### config.mk
export PLATFORM = sky130hd
export DESIGN_NAME = scc_div
export DESIGN_NICKNAME = d
export VERILOG_FILES = /design/src/scc_pkg.sv /design/src/scc_div.sv
export SDC_FILE = /design/constraint.sdc
export NUM_CORES = 2
export LEC_CHECK = 0
export BUFFER_PORTS_ARGS = -buffer_cell sky130_fd_sc_hd__buf_2
export CORE_MARGIN = 2
export CORE_UTILIZATION = 35
export DETAILED_ROUTE_END_ITERATION = 16
export MAX_ROUTING_LAYER = met4
export SYNTH_ARGS = -nofsm -noshare
export SYNTH_HDL_FRONTEND = slang
export SYNTH_SLANG_ARGS = --single-unit
### constraint.sdc
create_clock -name clock -period 17 [get_ports clock]
set_input_delay 2.55 -clock clock [delete_from_list [all_inputs] [get_ports clock]]
set_output_delay 2.55 -clock clock [all_outputs]
set_load 0.01 [all_outputs]
### src/scc_pkg.sv
package scc_pkg;

   // Field widths of the request and of the radius.
   localparam int POS_W = 18;
   localparam int VEL_W = 14;
   localparam int RAD_W = 11;

   // Internal widths, sized to the largest value each quantity can reach.
   localparam int DP_W    = 19;   // relative position
   localparam int DV_W    = 15;   // relative velocity
   localparam int DE_W    = 20;   // end point of the relative path
   localparam int D2_W    = 24;   // squared contact distance
   localparam int W_W     = 30;   // squared speed
   localparam int PV_W    = 35;   // dot and cross products
   localparam int ACR_W   = 34;   // magnitude of the cross product
   localparam int SQ_IN_W = 27;   // cross products at or above 2^27 always miss
   localparam int PP_W    = 38;   // squared distance at the start
   localparam int EE_W    = 41;   // squared distance at the end
   localparam int LIM_W   = 54;   // D^2 * |v|^2
   localparam int D_W     = 54;   // discriminant
   localparam int A_W     = 35;   // |p.v|

   // Configuration port.
   localparam int CSR_DATA_W = 32;
   localparam int CSR_ADDR_W = 3;
   localparam logic [RAD_W-1:0] RADIUS_RESET = 11'd400;
   localparam logic [D2_W-1:0]  D2_RESET     = 24'd640000;

   // What travels with each request down the pipeline.
   typedef struct packed {
      logic           valid;
      logic           hit;
      logic           zero_time;
      logic [A_W-1:0] a;
      logic [W_W-1:0] w;
   } scc_job_type;

endpackage

### src/scc_div.sv
module scc_div #(
   parameter int FRAC = 16
) (
   input  logic                             clock,
   input  logic                             reset,
   input  scc_pkg::scc_job_type             job_i,
   input  logic [scc_pkg::D_W/2+FRAC-1:0]   root_i,
   input  logic                             rem_nz_i,
   output logic                             rsp_valid,
   output logic                             rsp_hit,
   output logic [FRAC:0]                    rsp_hit_time
);
   import scc_pkg::*;

   localparam int N_W = A_W + FRAC;
   localparam int QB  = FRAC + 1;

   // Numerator 2^FRAC*|p.v| minus the rounded-up scaled square root.
   scc_job_type    prep_job_ff;
   logic [N_W-1:0] prep_n_ff, prep_n_in;

   assign prep_n_in = {job_i.a, {FRAC{1'b0}}} - N_W'(root_i) - N_W'(rem_nz_i);

   always_ff @(posedge clock) begin
      if (reset) begin
         prep_job_ff.valid <= 1'b0;
      end else begin
         prep_job_ff <= job_i;
      end
      prep_n_ff <= prep_n_in;
   end

   scc_job_type    job_ff [0:QB-1];
   logic [N_W-1:0] n_ff   [0:QB-1];
   logic [N_W-1:0] n_in   [0:QB-1];
   logic [QB-1:0]  q_ff   [0:QB-1];
   logic [QB-1:0]  q_in   [0:QB-1];

   // Restoring division by |v|^2, one quotient bit per stage, top bit first.
   for (genvar j = 0; j < QB; j++) begin : g_step
      scc_job_type    job_cur;
      logic [N_W-1:0] n_cur, ws;
      logic [QB-1:0]  q_cur;
      logic           take;

      if (j == 0) begin : g_first
         assign job_cur = prep_job_ff;
         assign n_cur   = prep_n_ff;
         assign q_cur   = '0;
      end else begin : g_next
         assign job_cur = job_ff[j-1];
         assign n_cur   = n_ff[j-1];
         assign q_cur   = q_ff[j-1];
      end

      assign ws      = N_W'(job_cur.w) << (FRAC - j);
      assign take    = n_cur >= ws;
      assign n_in[j] = take ? N_W'(n_cur - ws) : n_cur;
      assign q_in[j] = {q_cur[QB-2:0], take};

      always_ff @(posedge clock) begin
         if (reset) begin
            job_ff[j].valid <= 1'b0;
         end else begin
            job_ff[j] <= job_cur;
         end
         n_ff[j] <= n_in[j];
         q_ff[j] <= q_in[j];
      end
   end

   // Result register: a miss reports time zero, so does a touch or overlap.
   scc_job_type   last;
   logic          valid_ff, hit_ff, valid_in, hit_in;
   logic [FRAC:0] time_ff, time_in;

   assign last     = job_ff[QB-1];
   assign valid_in = last.valid;
   assign hit_in   = last.valid & last.hit;
   assign time_in  = (last.hit & ~last.zero_time) ? q_ff[QB-1] : '0;

   always_ff @(posedge clock) begin
      if (reset) begin
         valid_ff <= 1'b0;
      end else begin
         valid_ff <= valid_in;
      end
      hit_ff  <= hit_in;
      time_ff <= time_in;
   end

   assign rsp_valid    = valid_ff;
   assign rsp_hit      = hit_ff;
   assign rsp_hit_time = time_ff;

endmodule

== Yosys cells after proc, flatten, opt, wreduce, memory -nomap -nowiden ==
Memories as Yosys holds them, arrays and structs flattened. A register that Yosys moved wholly into a read port is not among the register bits.
Index checks and enable logic that the tools add are counted.

* Flip-flop bits (word level): 121
* Memory bits (writable): 2,312
* Bits of input ports: 114
* Output and inout port bits: 19
* Memories kept: 3

* Add/subtract/negate cells: 19
* $lt $le $gt $ge: 17
* Muxes and demuxes: 37
* Bitwise logic cells: 20
* Reductions and logical operators: 1

{| class="wikitable"
|+ Memories
! name !! depth !! width !! rd ports !! clocked after memory_dff !! write ports !! line !! source
|-
| job_ff || 17 || 68 || 17 || 0 || 17 || scc_div.sv:33 || <nowiki>scc_job_type job_ff [0:QB-1];</nowiki>
|-
| n_ff || 17 || 51 || 16 || 0 || 17 || scc_div.sv:34 || <nowiki>logic [N_W-1:0] n_ff [0:QB-1];</nowiki>
|-
| q_ff || 17 || 17 || 17 || 1 || 17 || scc_div.sv:36 || <nowiki>logic [QB-1:0] q_ff [0:QB-1];</nowiki>
|}

{| class="wikitable"
|+ Operators by type and width
! operator !! number
|-
| $mux W51 || 17
|-
| $sub A51 B43 Y51 || 2
|-
| $ge A51 B30 Y1 || 1
|-
| $ge A51 B31 Y1 || 1
|-
| $ge A51 B32 Y1 || 1
|-
| $ge A51 B33 Y1 || 1
|-
| $ge A51 B34 Y1 || 1
|-
| $ge A51 B35 Y1 || 1
|-
| $ge A51 B36 Y1 || 1
|-
| $ge A51 B37 Y1 || 1
|-
| $ge A51 B38 Y1 || 1
|-
| $ge A51 B39 Y1 || 1
|-
| $ge A51 B40 Y1 || 1
|-
| $ge A51 B41 Y1 || 1
|-
| $ge A51 B42 Y1 || 1
|-
| $ge A51 B43 Y1 || 1
|-
| $ge A51 B44 Y1 || 1
|-
| $ge A51 B45 Y1 || 1
|-
| $ge A51 B46 Y1 || 1
|-
| $sub A51 B1 Y51 || 1
|-
| $sub A51 B30 Y51 || 1
|-
| $sub A51 B31 Y51 || 1
|-
| $sub A51 B32 Y51 || 1
|-
| $sub A51 B33 Y51 || 1
|-
| 17 further kinds || 53
|}

== Longest topological paths before layout ==
An unclocked memory read counts as a cell.

* Depth after elaboration: 4
* Gate-level depth with buffers: 17

== Least setup slack after synthesis ==
No wires, ideal clock.

* Path type: input port to flip-flop
* From: in reset
* To: reg prep_job_ff (netlist bit g_step[0].job_cur[0]) (enable)
* Setup time: 889 ps
* Arrival: 13,216 ps
* Setup slack: 2,895 ps
* Stages on the path: 2
* Path buffers: 1
* Path through: clkbuf_1 -> inv_1

{| class="wikitable"
|+ RTL lines
! element !! line !! source
|-
| from (decl) || scc_div.sv:5 || <nowiki>input logic reset,</nowiki>
|-
| to (signal assigned) || scc_div.sv:28 || <nowiki>prep_job_ff <= job_i;</nowiki>
|-
| to (decl) || scc_div.sv:19 || <nowiki>scc_job_type prep_job_ff;</nowiki>
|}

No word-level cell between the ends.

== Final worst setup path ==
* From: in root_i[0] (netlist name)
* To: reg prep_n_ff[48] (netlist: g_step[0].n_cur[48])

* Longest elaborated chain between the ends: 2

{| class="wikitable"
|+ Ends and longest elaborated chain
! element !! line !! source
|-
| from (decl) || scc_div.sv:7 || <nowiki>input logic [scc_pkg::D_W/2+FRAC-1:0] root_i,</nowiki>
|-
| $sub A51 B43 Y51 || scc_div.sv:22 || <nowiki>assign prep_n_in = {job_i.a, {FRAC{1'b0}}} - N_W'(root_i) - N_W'(rem_nz_i);</nowiki>
|-
| $sub A51 B1 Y51 || scc_div.sv:22 ||
|-
| named net prep_n_in[48] || scc_div.sv:20 || <nowiki>logic [N_W-1:0] prep_n_ff, prep_n_in;</nowiki>
|-
| to (signal assigned) || scc_div.sv:30 || <nowiki>prep_n_ff <= prep_n_in;</nowiki>
|-
| to (decl) || scc_div.sv:20 ||
|}

The timed path passes the listed nets, and every way through them passes these cells.
A chain may end at the register's enable or synchronous reset.

==> impl_metrics.py <==
metrics = {
    "synth": {
        "syn_nets": 8819,
        "synth_edf_count": 546,
        "ys_types": 93,
        "ys.flop_type": "dfxtp_1",
        "synth_warnings": 0,
        "async_flop_share_pct": 0,
        "syn_area_sq_um": 78870,
        "netlist_instances": 8106,
        "seq_area_frac_synth_pct": 47.62,
        "synth_area_per_cell_sq_um": 9.730,
        "synth-seq-cells": 1603,
    },
    "clock_tree": {
        "tritoncts": "yes",
        "cts_sinks": 1603,
        "cts_setup_buffers": 0,
        "clk_path_buf_depth": 3,
        "hold_buffers": 0,
        "h-tree-depth": 4,
        "path_clk_slew_ns": 0.06,
        "cts_resized": 0,
        "cts-root-buf": "clkbuf_16",
        "clock_latency_ns": 0.83,
        "cts_inserted_buffers": 179,
    },
    "placement": {
        "pre_cts_ws_ns": 10.80,
        "dp_cells": 11020,
        "place_area_sq_um": 82720,
        "port_buffers": 132,
        "dp_hpwl_microns": 157500,
        "gp_congestion": 0.9486,
    },
    "setup_path": {
        "critPathCaptureType": "flip-flop",
        "path_class": "in2reg",
        "startpoint_type": "primary input",
        "critPathRequiredTime_ns": 17.73,
        "cp_max_fo": 4,
        "critPathArrivalTime_ns": 6.09,
    },
    "timing": {
        "tightest_slew_ns": 1.356,
        "finalSetupTns_ns": 0,
        "max_freq_mhz": 186.6,
        "fin_ws_ns": 11.64,
        "relSlewSlack_pct": 9.426,
        "timing.final.crit_share_pct": 31.52,
        "setup_viol_count_final": 0,
        "fin_worst_skew_ns": 0.03592,
        "finalCriticalPeriod_ns": 5.359,
        "hold_viol_final": 0,
        "rsz0062_at_grt": "false",
        "slew_viol_final": 0,
    },
    "layout": {
        "mostFrequentLayoutCell": "dfxtp_1",
        "nFillCells": 21830,
        "fin_area_sq_um": 89130,
        "syn2layout_area_growth_pct": 13.01,
        "drive_gt1_share_pct": 7.616,
        "nNetsFinal": 8922,
        "most-common-layout-cells": "1057 x dfxtp_1, 743 x inv_1, 689 x a21oi_1",
        "finalNonFillerCells": 11360,
    },
    "power": {
        "vdd_ir_drop_max_mv": 0.09062,
        "cellPowerDensity_nw_per_um2": 194.2,
        "power_mw": 17.31,
        "p_leak_nw": 37.93,
    },
    "detailed_routing": {
        "drtAntennaViolNets": 0,
        "drc": 0,
        "vias": 57190,
        "dr.first_iter.drc_count": 3045,
        "wl_per_cell_microns": 17.61,
        "route.detailed.vias_per_inst": 5.036,
        "drt_pass1_iterations": 7,
        "routed_wl_microns": 200000,
    },
    "outcome": {
        "status": "complete, no violations",
    },
    "floorplanning": {
        "num_io_pins": 133,
        "die_y_microns": 478.7,
        "die_w_microns": 478.7,
        "start_util_pct": 35.14,
        "core_region_area_sq_um": 224500,
        "rows": 174,
        "die_area_sq_um": 229200,
    },
    "grt": {
        "antenna_found_initial": 2,
        "grt_overflow": 0,
        "grt_pass1_vias": 59080,
        "grt_max_degree": 164,
        "grt_use_total_pct": 17.69,
        "grt_pass1_wl_microns": 315100,
    },
    "run": {
        "drv_cap": 0,
    },
    "worst_hold_path": {
        "hp-class": "reg2reg",
    },
}
-- flip-flops by register name, summed over array words and instances (netlist names) --
signal	flops
g_step.job_cur	33
g_step.n_cur	51
job_ff	531
n_ff	816
q_ff	153
rsp_hit	1
rsp_hit_time	17
rsp_valid	1
-- area by class of cell --
cell class / count / area, sq um / area share [%]
diodes: 1 / 2.502 / 0.002807
clock buffers: 264 / 5463 / 6.129
clock inverters: 72 / 948.4 / 1.064
inverters: 746 / 2808 / 3.150
multi-input cells: 5509 / 37640 / 42.23
flip-flops and latches: 1603 / 37560 / 42.13
well taps: 2992 / 3744 / 4.200
repair buffers: 170 / 970.9 / 1.089
-- cells in the mapped netlist (43+ instances only) --
cell         n  area share (%)
dfxtp_1   1057              27
inv_1      745             3.5
a21oi_1    691             4.4
ha_1       583             9.2
nand2_1    583             2.8
edfxtp_1   546              21
o21ai_0    501             3.2
nor2_1     495             2.4
xnor2_1    345             3.8
a21o_1     338             3.2
xor2_1     315             3.5
clkbuf_1   207            0.99
nand3_1    146            0.93
nor3_1     130            0.82
nor2b_1    118            0.94
nand4_1    111            0.88
nor4_1     100            0.79
nand2b_1    85            0.67
o21bai_1    81            0.77
mux2_2      75             1.1
a31oi_1     65            0.52
and3_1      59            0.47
o21a_1      55            0.52
a211oi_1    52            0.49
or3_1       52            0.41
and2_1      43            0.34
-- worst max-delay path, stage by stage --
cell and delay [ns]:
buf_2 0.08, inv_1 0.03, ha_1 0.18, ha_1 0.19
a211oi_1 0.32, o21ai_0 0.25, a31oi_1 0.21, o21ai_1 0.14
a31o_2 0.30, a31oi_1 0.41, o21ai_0 0.35, a31oi_1 0.44
o21ai_0 0.20, nor4_1 0.25, xor2_1 0.17
-- routing by layer --
layer | part of all wire [%] | GRT usage [%] | vias to the layer above
met4 | 7.3 | 11.72 | 0
met5 | 0 | - | -
met2 | 53 | 33.82 | 1307
li1 | - | - | 28870
met1 | 36 | 16.32 | 26420
met3 | 2.9 | 2.202 | 598
-- power breakdown --
part | switching, mW | internal, mW
clock | 1.57 | 2.51
sequential | 0.764 | 5.10
combinational | 4.23 | 3.14
-- cell families after synthesis --
kind of cell,after synthesis,synth area share (%)
XOR/XNOR,660,7.329
multiplexers,81,1.147
AO/OA/AOI/OAI,2090,16.41
flip-flops,1603,47.62
AND/OR/NAND/NOR,2079,13.03
adder cells (fa/ha/maj),599,9.655
buffers and inverters,994,4.816
-- stage by stage --
| stage | hold slack (ns) | utilization, % |
|---|---|---|
| floorplan | 0.3096 | - |
| global placement | 0.3102 | 36.84 |
| detailed placement | 0.3121 | 36.85 |
| CTS | 0.3129 | 39.71 |
| global route | 0.3249 | 39.71 |
| finish | 0.3165 | 39.71 |
-- path summary, 6_finish.rpt --
path	start	to	slack, ns	cells after the start
hold / removal	q_ff[3][0]	q_ff[4][1]	0.32	0
setup / recovery	root_i[0]	g_step[0].n_cur[48]	11.64	15
hold reg to reg	q_ff[3][0]	q_ff[4][1]	0.32	0
setup reg to reg	job_ff[5][22]	n_ff[0][350]	11.97	14
(Power assumes the default switching activity.)
