### config.mk
export PLATFORM = sky130hd
export DESIGN_NAME = scc_csr
export DESIGN_NICKNAME = d
export VERILOG_FILES = /design/src/scc_pkg.sv /design/src/scc_csr.sv
export SDC_FILE = /design/constraint.sdc
export NUM_CORES = 1
export LEC_CHECK = 0
export ABC_AREA = 1
export BUFFER_PORTS_ARGS = -buffer_cell sky130_fd_sc_hd__buf_2
export CORE_UTILIZATION = 46
export CTS_BUF_LIST = sky130_fd_sc_hd__clkbuf_8
export DETAILED_ROUTE_END_ITERATION = 10
export PLACE_DENSITY = 0.68
export SYNTH_ARGS = -nofsm -noshare
export SYNTH_HDL_FRONTEND = slang
export SYNTH_SLANG_ARGS = --single-unit
### constraint.sdc
create_clock -name clock -period 7.2 [get_ports clock]
set_input_delay 1.08 -clock clock [delete_from_list [all_inputs] [get_ports clock]]
set_output_delay 1.08 -clock clock [all_outputs]
set_load 0.1 [all_outputs]
### src/scc_pkg.sv
package scc_pkg;

   // Field widths of the request and of the radius.
   localparam int POS_W = 18;
   localparam int VEL_W = 14;
   localparam int RAD_W = 11;

   // Internal widths, sized to the largest value each quantity can reach.
   localparam int DP_W    = 19;   // relative position
   localparam int DV_W    = 15;   // relative velocity
   localparam int DE_W    = 20;   // end point of the relative path
   localparam int D2_W    = 24;   // squared contact distance
   localparam int W_W     = 30;   // squared speed
   localparam int PV_W    = 35;   // dot and cross products
   localparam int ACR_W   = 34;   // magnitude of the cross product
   localparam int SQ_IN_W = 27;   // cross products at or above 2^27 always miss
   localparam int PP_W    = 38;   // squared distance at the start
   localparam int EE_W    = 41;   // squared distance at the end
   localparam int LIM_W   = 54;   // D^2 * |v|^2
   localparam int D_W     = 54;   // discriminant
   localparam int A_W     = 35;   // |p.v|

   // Configuration port.
   localparam int CSR_DATA_W = 32;
   localparam int CSR_ADDR_W = 3;
   localparam logic [RAD_W-1:0] RADIUS_RESET = 11'd400;
   localparam logic [D2_W-1:0]  D2_RESET     = 24'd640000;

   // What travels with each request down the pipeline.
   typedef struct packed {
      logic           valid;
      logic           hit;
      logic           zero_time;
      logic [A_W-1:0] a;
      logic [W_W-1:0] w;
   } scc_job_type;

endpackage

### src/scc_csr.sv
module scc_csr (
   input  logic                             clock,
   input  logic                             reset,
   input  logic                             psel,
   input  logic                             penable,
   input  logic                             pwrite,
   input  logic [scc_pkg::CSR_ADDR_W-1:0]   paddr,
   input  logic [scc_pkg::CSR_DATA_W-1:0]   pwdata,
   output logic [scc_pkg::CSR_DATA_W-1:0]   prdata,
   output logic [scc_pkg::D2_W-1:0]         d2
);
   import scc_pkg::*;

   logic [RAD_W-1:0] radius_ff, radius_in;
   logic [D2_W-1:0]  d2_ff, d2_in;
   logic [RAD_W:0]   diam;
   logic             wr_en;

   // Radius register only; addresses with top bit set are ignored.
   assign wr_en = psel & penable & pwrite & ~paddr[CSR_ADDR_W-1];
   assign diam  = {pwdata[RAD_W-1:0], 1'b0};

   // The squared contact distance is kept alongside the radius.
   always_comb begin
      radius_in = radius_ff;
      d2_in     = d2_ff;
      if (wr_en) begin
         radius_in = pwdata[RAD_W-1:0];
         d2_in     = D2_W'(diam) * D2_W'(diam);
      end
   end

   always_ff @(posedge clock) begin
      if (reset) begin
         radius_ff <= RADIUS_RESET;
         d2_ff     <= D2_RESET;
      end else begin
         radius_ff <= radius_in;
         d2_ff     <= d2_in;
      end
   end

   assign prdata = paddr[CSR_ADDR_W-1] ? '0 : CSR_DATA_W'(radius_ff);
   assign d2     = d2_ff;

endmodule

**Word level (Yosys, flattened, before mapping)**

Cells that the tools add are included.

- Bitwise logic cells: 4
- Multipliers: 1
- Mux-type cells: 1

Operator list:

| operator | count |
|---|---|
| 11-bit by 11-bit multiplier with 22-bit output | 1 |
| 11-bit 2-to-1 mux | 1 |
| 1-bit bitwise AND | 3 |
| 1-bit NOT | 1 |

- Output and inout port bits: 56
- Logic and storage cells: 8
- Input port bits: 40
- Register bits after elaboration: 33

**Depth between registers and ports, before layout**

Gate-level depths: netlist of the first run.

- Word-level depth: 3
- Depth in mapped cells: 25
- Gate-level depth less buffers: 24

**Least setup slack after synthesis of the first run**

Ideal clock, no wire load.

- Path type: input-to-reg
- Start: input pwdata[8] (netlist name)
- End: register d2_ff[18] (netlist: d2[18])
- Library setup time: 109 ps
- Data required time: 7091 ps
- Slack: 1818 ps
- Path buffers: 1
- Stages on the path: 21
- Data arrival time: 5273 ps
- Path through: clkbuf_1 -> nand2_1 -> fa_1 -> fa_1 -> inv_1 -> fa_1 -> fa_1 -> inv_1 -> fa_1 -> inv_1 -> ha_1 -> nand2_1 -> inv_1 -> a21oi_1 -> nand3_2 -> nand2_1 -> nand2_1 -> nand2_1 -> nand3_1 -> nand2_1 -> inv_1

- Longest elaborated chain between the ends: 1

RTL lines:

| what | RTL line | source |
|---|---|---|
| start: declaration | scc_csr.sv:8 | `input logic [scc_pkg::CSR_DATA_W-1:0] pwdata,` |
| 11-bit by 11-bit multiplier with 22-bit output | scc_csr.sv:29 | `d2_in = D2_W'(diam) * D2_W'(diam);` |
| end signal: assignment | scc_csr.sv:39 | `d2_ff <= d2_in;` |
| end: declaration | scc_csr.sv:15 | `logic [D2_W-1:0] d2_ff, d2_in;` |

No other way between the ends.
A chain may end at the register's enable or synchronous reset.

**Worst setup path after layout of the first run**

Same ends and word-level chain as after synthesis.

==> impl_metrics.py, run 1 <==
metrics = {
    "grt": {
        "track_usage_pct": 19.5,
        "grt_overflow": 0,
        "grt_first_pass_wirelength_um": 17700,
        "grt_max_degree": 45,
        "antenna_found_initial": 0,
        "first_global_vias": 4113,
    },
    "clock_tree": {
        "clk_pin_slew_ns": 0.06,
        "cts_hold_buf": 0,
        "cts.sinks": 31,
        "insertion_delay_ns": 0.27,
        "cts_tree": "yes",
        "cts_resized": 0,
        "numCtsBuffers": 5,
        "root_buffer": "clkbuf_8",
        "clock_path_buffers": 2,
        "postCtsSetupBuffers": 0,
        "htree_levels": 2,
    },
    "synthesis": {
        "synth_top_area_share_pct": 25.7,
        "synth_ff_type": "dfxtp_1",
        "async_flop_share_pct": 0,
        "synthCells": 685,
        "synth.top_cells.by_count": "inv_1 (178), nand2_1 (143), fa_1 (63)",
        "synth.most_common_cell": "inv_1",
        "ys_seq_area_share_pct": 12.6,
        "synth_edf_count": 0,
        "synthDistinctLibCells": 28,
        "postSynthAreaPerCell_um2": 7.18,
        "synth_largest_area_cell": "fa_1",
        "yosysWarnings": 0,
        "synth-seq-cells": 31,
        "synthTopCellsByArea": "fa_1 (26%), inv_1 (14%), ha_1 (13%)",
        "syn_area_mm2": 0.00492,
    },
    "timing": {
        "timing.final.crit_share_pct": 75.5,
        "fin_worst_skew_ns": 0,
        "final-hold-violation-count": 0,
        "max_freq_ghz": 0.184,
        "tns_ns": 0,
        "min_period_ns": 5.43,
        "finalMaxSlewViolations": 0,
        "setup_viol": 0,
        "rsz0062_at_grt": "no",
    },
    "route": {
        "drc": 0,
        "postRouteAntennaNets": 0,
        "wire_per_inst_um": 11.3,
        "first_pass_iters": 4,
        "drt-initial-drc-count": 157,
        "via_count": 4013,
        "routed_wl_um": 9690,
        "viasPerCell": 4.69,
    },
    "final_layout": {
        "antennaDiodeCount": 0,
        "syn2layout_area_growth_pct": 5.98,
        "drive_gt1_share_pct": 9.18,
        "num-nets-final": 873,
    },
    "job": {
        "maxCapViolCount": 0,
    },
    "floorplan": {
        "io_pins": 96,
        "num_rows": 37,
        "die_width_um": 105,
        "die_area_mm2": 0.0111,
        "core_mm2": 0.0103,
        "start_util_pct": 47.6,
        "dieHeight_um": 105,
    },
    "power_and_ir_drop": {
        "p_leak_nw": 3.20,
        "p_per_area_mw_per_mm2": 319,
        "finalPower_mw": 1.66,
        "ir_drop_mv": 0.193,
    },
    "outcome": {
        "status": "finished, final reports clean",
    },
    "worst_setup_path": {
        "crit_fanout": 16,
        "setup.worst_path.start_class": "primary input",
        "worstPathArrival_ns": 5.61,
        "critPathRequiredTime_ns": 7.38,
        "endpoint_kind": "flip-flop",
        "crit_type": "primary input to flip-flop",
    },
    "placement": {
        "dp_hpwl_um": 8220,
        "portBuffers": 48,
        "gp_congestion": 0.859,
    },
    "hold_path": {
        "hold_class": "flip-flop to flip-flop",
    },
}
[critical path: stages]
cell     delay [ns]
buf_2          0.30
nand2_1        0.18
fa_1           0.54
fa_1           0.56
inv_1          0.06
fa_1           0.51
fa_1           0.54
inv_1          0.05
fa_1           0.52
inv_1          0.04
ha_1           0.35
nand2_1        0.11
inv_1          0.06
a21oi_1        0.18
nand3_2        0.15
nand2_1        0.10
nand2_1        0.05
nand2_1        0.05
nand3_1        0.06
nand2_1        0.08
inv_1          0.03
[flip-flops by register name (all words and copies together), names as in the netlist]
signal,cells
d2,20
radius_ff,11
[cells by family (layout without fill, tap and decap cells)]
group | Yosys count | count (layout) | share of synthesized area, %
AND/OR/NAND/NOR | 238 | 238 | 19.8
XOR/XNOR | 11 | 11 | 1.96
adder cells (fa/ha/maj) | 115 | 115 | 38.9
other | 1 | 24 | 0.0763
AO/OA/AOI/OAI | 64 | 64 | 7.00
flip-flops | 31 | 31 | 12.6
buffers and inverters | 225 | 236 | 19.6
[per-layer routing]
layer	GRT usage (%)	vias up	share of wire [%]	wire length, µm
li1	-	2039	-	-
met1	23.8	1899	45	4400
met2	36.9	65	51	4910
met3	2.23	10	3.0	290
met4	3.12	0	0.98	95
met5	0	-	0	0
[per-stage QoR]
stage	hold slack, ns	instances	utilization, %	worst slack [ns]	instance area (µm²)
after detailed placement	0.446	847	49.7	1.45	5130
after global placement	0.448	847	49.7	1.53	5130
after floorplan	0.430	708	-	1.82	5000
after CTS	0.456	855	50.5	1.75	5210
final	0.454	855	50.5	1.77	5210
after global routing	0.482	855	50.5	1.45	5210
[final cells by class]
type                       count  area (µm²)
inverter                     179         674
clock buffer                   5        68.8
fill                        1045        5110
tap                          136         170
multi-input combinational    452        3420
timing repair buffer          49         248
clock inverter                 3        12.5
sequential                    31         621
[power by group]
part | leakage [nW] | internal [mW] | total (mW) | switching [mW]
sequential | 0.252 | 0.179 | 0.182 | 0.00327
clock | 0.0505 | 0.0648 | 0.125 | 0.0603
combinational | 2.90 | 0.451 | 1.35 | 0.904
total | 3.20 | 0.694 | 1.66 | 0.967
[cell usage in the layout (no fill, tap or decap)]
master,n
inv_1,180
nand2_1,143
fa_1,63
nor2_1,53
ha_1,52
buf_2,48
a21oi_1,33
dfxtp_1,31
nand3_1,27
conb_1,24
o21ai_0,22
xor2_1,6
xnor2_1,5
o211ai_1,5
clkbuf_8,5
nor3_1,3
nand2_2,3
nand3_2,3
a21oi_2,2
and2_1,2
nor2_2,2
a31oi_1,1
a21o_1,1
and3_1,1
inv_4,1
nand3b_1,1
clkinv_2,1
buf_4,1
[worst paths after layout]
check	from	end	slack [ns]	depth (start not counted)
hold / removal	radius_ff[10]$_SDFFE_PP0P_	radius_ff[10]$_SDFFE_PP0P_	0.45	2
hold reg to reg	radius_ff[10]$_SDFFE_PP0P_	radius_ff[10]$_SDFFE_PP0P_	0.45	2
setup reg to reg	d2[11]$_SDFFE_PP0P_	d2[11]$_SDFFE_PP0P_	6.50	4
setup / recovery	pwdata[8]	d2[18]$_SDFFE_PP0P_	1.77	21
Power figures use the tool's default switching activity.
==> run 2, diff against run 1 <==
--- a/config.mk
+++ b/config.mk
@@ -5,12 +5,12 @@
 export SDC_FILE = /design/constraint.sdc
 export NUM_CORES = 1
 export LEC_CHECK = 0
-export ABC_AREA = 1
+export ABC_AREA = 0
 export BUFFER_PORTS_ARGS = -buffer_cell sky130_fd_sc_hd__buf_2
 export CORE_UTILIZATION = 46
 export CTS_BUF_LIST = sky130_fd_sc_hd__clkbuf_8
 export DETAILED_ROUTE_END_ITERATION = 10
-export PLACE_DENSITY = 0.68
+export PLACE_DENSITY = 0.69
 export SYNTH_ARGS = -nofsm -noshare
 export SYNTH_HDL_FRONTEND = slang
 export SYNTH_SLANG_ARGS = --single-unit
==> constraint.sdc (replaced) <==
create_clock -name clock -period 5.5 [get_ports clock]
set_input_delay 0.825 -clock clock [delete_from_list [all_inputs] [get_ports clock]]
set_output_delay 0.825 -clock clock [all_outputs]
set_load 0.1 [all_outputs]
==> impl_metrics.py, run 2 <==
metrics = {
    "power_and_ir_drop": {
        "ir_drop_mv": 0.302,
        "p_leak_nw": 2.72,
        "p_per_area_mw_per_mm2": 444,
    },
    "timing": {
        "timing.final.crit_share_pct": 95.2,
        "slew_headroom_pct": 64.0,
        "worstMarginPinSlew_ns": 0.541,
        "hold_ws_ns": 0.457,
        "fin_worst_skew_ns": 0,
        "min_period_ns": 5.23,
        "final-hold-violation-count": 0,
        "setup_viol": 0,
        "finalMaxSlewViolations": 0,
        "max_freq_ghz": 0.191,
    },
    "worst_setup_path": {
        "endpoint_kind": "flip-flop",
        "crit_type": "primary input to flip-flop",
        "critPathRequiredTime_ns": 5.72,
        "worst_path_largest_cell_delay_ns": 0.55,
        "crit_fanout": 10,
        "slowest_stage": "fa_1",
        "setup.worst_path.start_class": "primary input",
        "reg2reg_slack_ns": 4.55,
        "r2r_start": "d2[21]$_SDFFE_PP0P_",
        "cp_top_family": "adder cells",
        "reg2reg_depth": 4,
        "worst-path-buf-inv": 7,
        "path_cells": "buf_2 > inv_1 > nor2_1 > inv_1 > fa_1 > inv_1 > fa_1 > fa_1 > fa_1 > inv_1 > fa_1 > inv_1 > ha_1 > buf_4 > nand4_1 > a21oi_2 > o2111ai_2 > a2111oi_2 > a311o_1",
        "worstPathArrival_ns": 5.46,
        "r2r_end": "d2[21]$_SDFFE_PP0P_",
        "worst-path-stages": 19,
    },
    "grt": {
        "antenna_found_initial": 0,
        "grt_max_degree": 40,
        "first_global_vias": 4062,
        "grt_first_pass_wirelength_um": 18400,
        "grt_overflow": 0,
        "track_usage_pct": 20.7,
    },
    "synthesis": {
        "synth_largest_area_cell": "fa_1",
        "synth_edf_count": 0,
        "ys_seq_area_share_pct": 13.0,
        "yosysWarnings": 0,
        "synth_ff_type": "dfxtp_1",
        "synthCells": 577,
        "postSynthAreaPerCell_um2": 8.30,
        "syn_area_mm2": 0.00479,
        "synth.top_cells.by_count": "inv_1 (105), nand2_1 (76), fa_1 (63)",
        "async_flop_share_pct": 0,
        "synthDistinctLibCells": 49,
        "synth_top_area_share_pct": 26.3,
        "synthTopCellsByArea": "fa_1 (26%), ha_1 (14%), dfxtp_1 (13%)",
        "synth.most_common_cell": "inv_1",
        "synth-seq-cells": 31,
    },
    "clock_tree": {
        "cts_tree": "yes",
        "clock_path_buffers": 2,
        "clk_pin_slew_ns": 0.07,
        "cts_hold_buf": 0,
        "numCtsBuffers": 5,
        "htree_levels": 2,
        "root_buffer": "clkbuf_8",
        "cts.sinks": 31,
        "insertion_delay_ns": 0.28,
    },
    "final_layout": {
        "syn2layout_area_growth_pct": 10.0,
        "drive_gt1_share_pct": 14.3,
        "final_common_cell": "inv_1",
        "layout.cells.non_filler": 763,
        "final_cell_mix": "inv_1 (105), nand2_1 (76), fa_1 (63), ha_1 (52), buf_2 (48)",
        "antennaDiodeCount": 0,
        "num-nets-final": 785,
        "largest_register_ffs": 20,
    },
    "hold_path": {
        "hold_start": "radius_ff[2]$_SDFFE_PP0P_",
        "hold-path-endpoint": "radius_ff[2]$_SDFFE_PP0P_",
        "hold_class": "flip-flop to flip-flop",
        "min_path_cells": 2,
    },
    "route": {
        "drc": 0,
        "drt-initial-drc-count": 147,
        "routed_wl_um": 10400,
        "first_pass_iters": 4,
        "wire_per_inst_um": 13.6,
        "via_count": 3867,
        "viasPerCell": 5.07,
        "postRouteAntennaNets": 0,
    },
    "placement": {
        "gp_congestion": 0.834,
        "dp_hpwl_um": 8720,
        "placed_cells": 756,
        "portBuffers": 48,
    },
    "floorplan": {
        "num_rows": 36,
        "io_pins": 96,
        "core_mm2": 0.00995,
        "die_width_um": 104,
        "dieHeight_um": 104,
        "start_util_pct": 48.1,
        "die_area_mm2": 0.0108,
    },
    "job": {
        "maxCapViolCount": 0,
    },
    "outcome": {
        "status": "finished, final reports clean",
    },
}
-- run 2: changes by cell type in the layout (fill, tap and decap cells not counted), moves of 7 or more --
| cell | before | now |
|---|---|---|
| xnor2_1 | 5 | 12 |
| inv_1 | 180 | 105 |
| nor2b_1 | 0 | 14 |
| and2_1 | 2 | 31 |
| buf_4 | 1 | 25 |
| o21ai_0 | 22 | 11 |
| nor2_1 | 53 | 17 |
| nand3_1 | 27 | 8 |
| nand2_1 | 143 | 76 |
-- run 2: cell families after synthesis --
| group | count (synthesis) | share of synthesized area, % |
|---|---|---|
| simple gates | 173 | 17.6 |
| other cells | 1 | 0.0783 |
| flops | 31 | 13.0 |
| buf+inv | 155 | 14.5 |
| xor+xnor | 15 | 2.74 |
| fa+ha+maj | 115 | 39.9 |
| compound gates | 83 | 11.3 |
| mux | 4 | 0.862 |
-- run 2: metal layers --
layer / global-route usage [%] / routed length [µm]
met2: 38.6 / 5440
met4: 4.59 / 139
met3: 2.32 / 297
met1: 25.5 / 4520
met5: 0 / 0
-- run 2: area by class of cell --
cell class	count	area [µm²]
clock buffers	6	82.6
clock inverters	1	5.00
repair buffers	73	428
well taps	133	166
fillers	989	4690
flip-flops and latches	31	621
multi-input cells	414	3570
inverters	105	394
-- run 2: timing repair --
action | in CTS | in global routing
gates resized for setup | 0 | 3
setup buffers | 0 | 0
endpoints found under the setup margin | 0 | 2
hold endpoints to repair | 0 | 0
-- run 2: tightest hold or removal path, stage by stage (launching register included) --
cell	delay, ns
dfxtp_1	0.31
nand2_1	0.05
a21oi_1	0.05
-- run 2: how the worst max path moves through the flow --
| stage | slack [ns] | startpoint | endpoint |
|---|---|---|---|
| detailed placement | -0.06 | pwdata[4] | d2[20]$_SDFFE_PP0P_ |
| global placement | 0.04 | pwdata[4] | d2[20]$_SDFFE_PP0P_ |
| CTS | 0.23 | pwdata[4] | d2[20]$_SDFFE_PP0P_ |
| floorplan | 0.16 | pwdata[8] | d2[23]$_SDFFE_PP0P_ |
| global route | -0.03 | pwdata[4] | d2[16]$_SDFFE_PP1P_ |
| finish | 0.27 | pwdata[4] | d2[20]$_SDFFE_PP0P_ |
-- run 2: stage by stage --
step | TNS, ns | cell area, µm² | util, % | setup slack, ns | total power [mW]
after floorplan | 0 | 4880 | - | 0.165 | 1.71
final | 0 | 5270 | 52.9 | 0.266 | 2.34
after CTS | 0 | 5260 | 52.8 | 0.227 | 2.33
after global routing | -0.0349 | 5270 | 52.9 | -0.0349 | 2.62
after detailed placement | -0.0790 | 5170 | 51.9 | -0.0570 | 2.14
after global placement | 0 | 5170 | 51.9 | 0.0413 | 2.09
-- run 2: where the power goes --
| part | internal, mW | leakage [nW] | switching [mW] |
|---|---|---|---|
| Combinational | 0.725 | 2.43 | 1.18 |
| Clock | 0.0982 | 0.0470 | 0.0870 |
| Sequential | 0.242 | 0.251 | 0.0113 |
| Total | 1.07 | 2.72 | 1.28 |
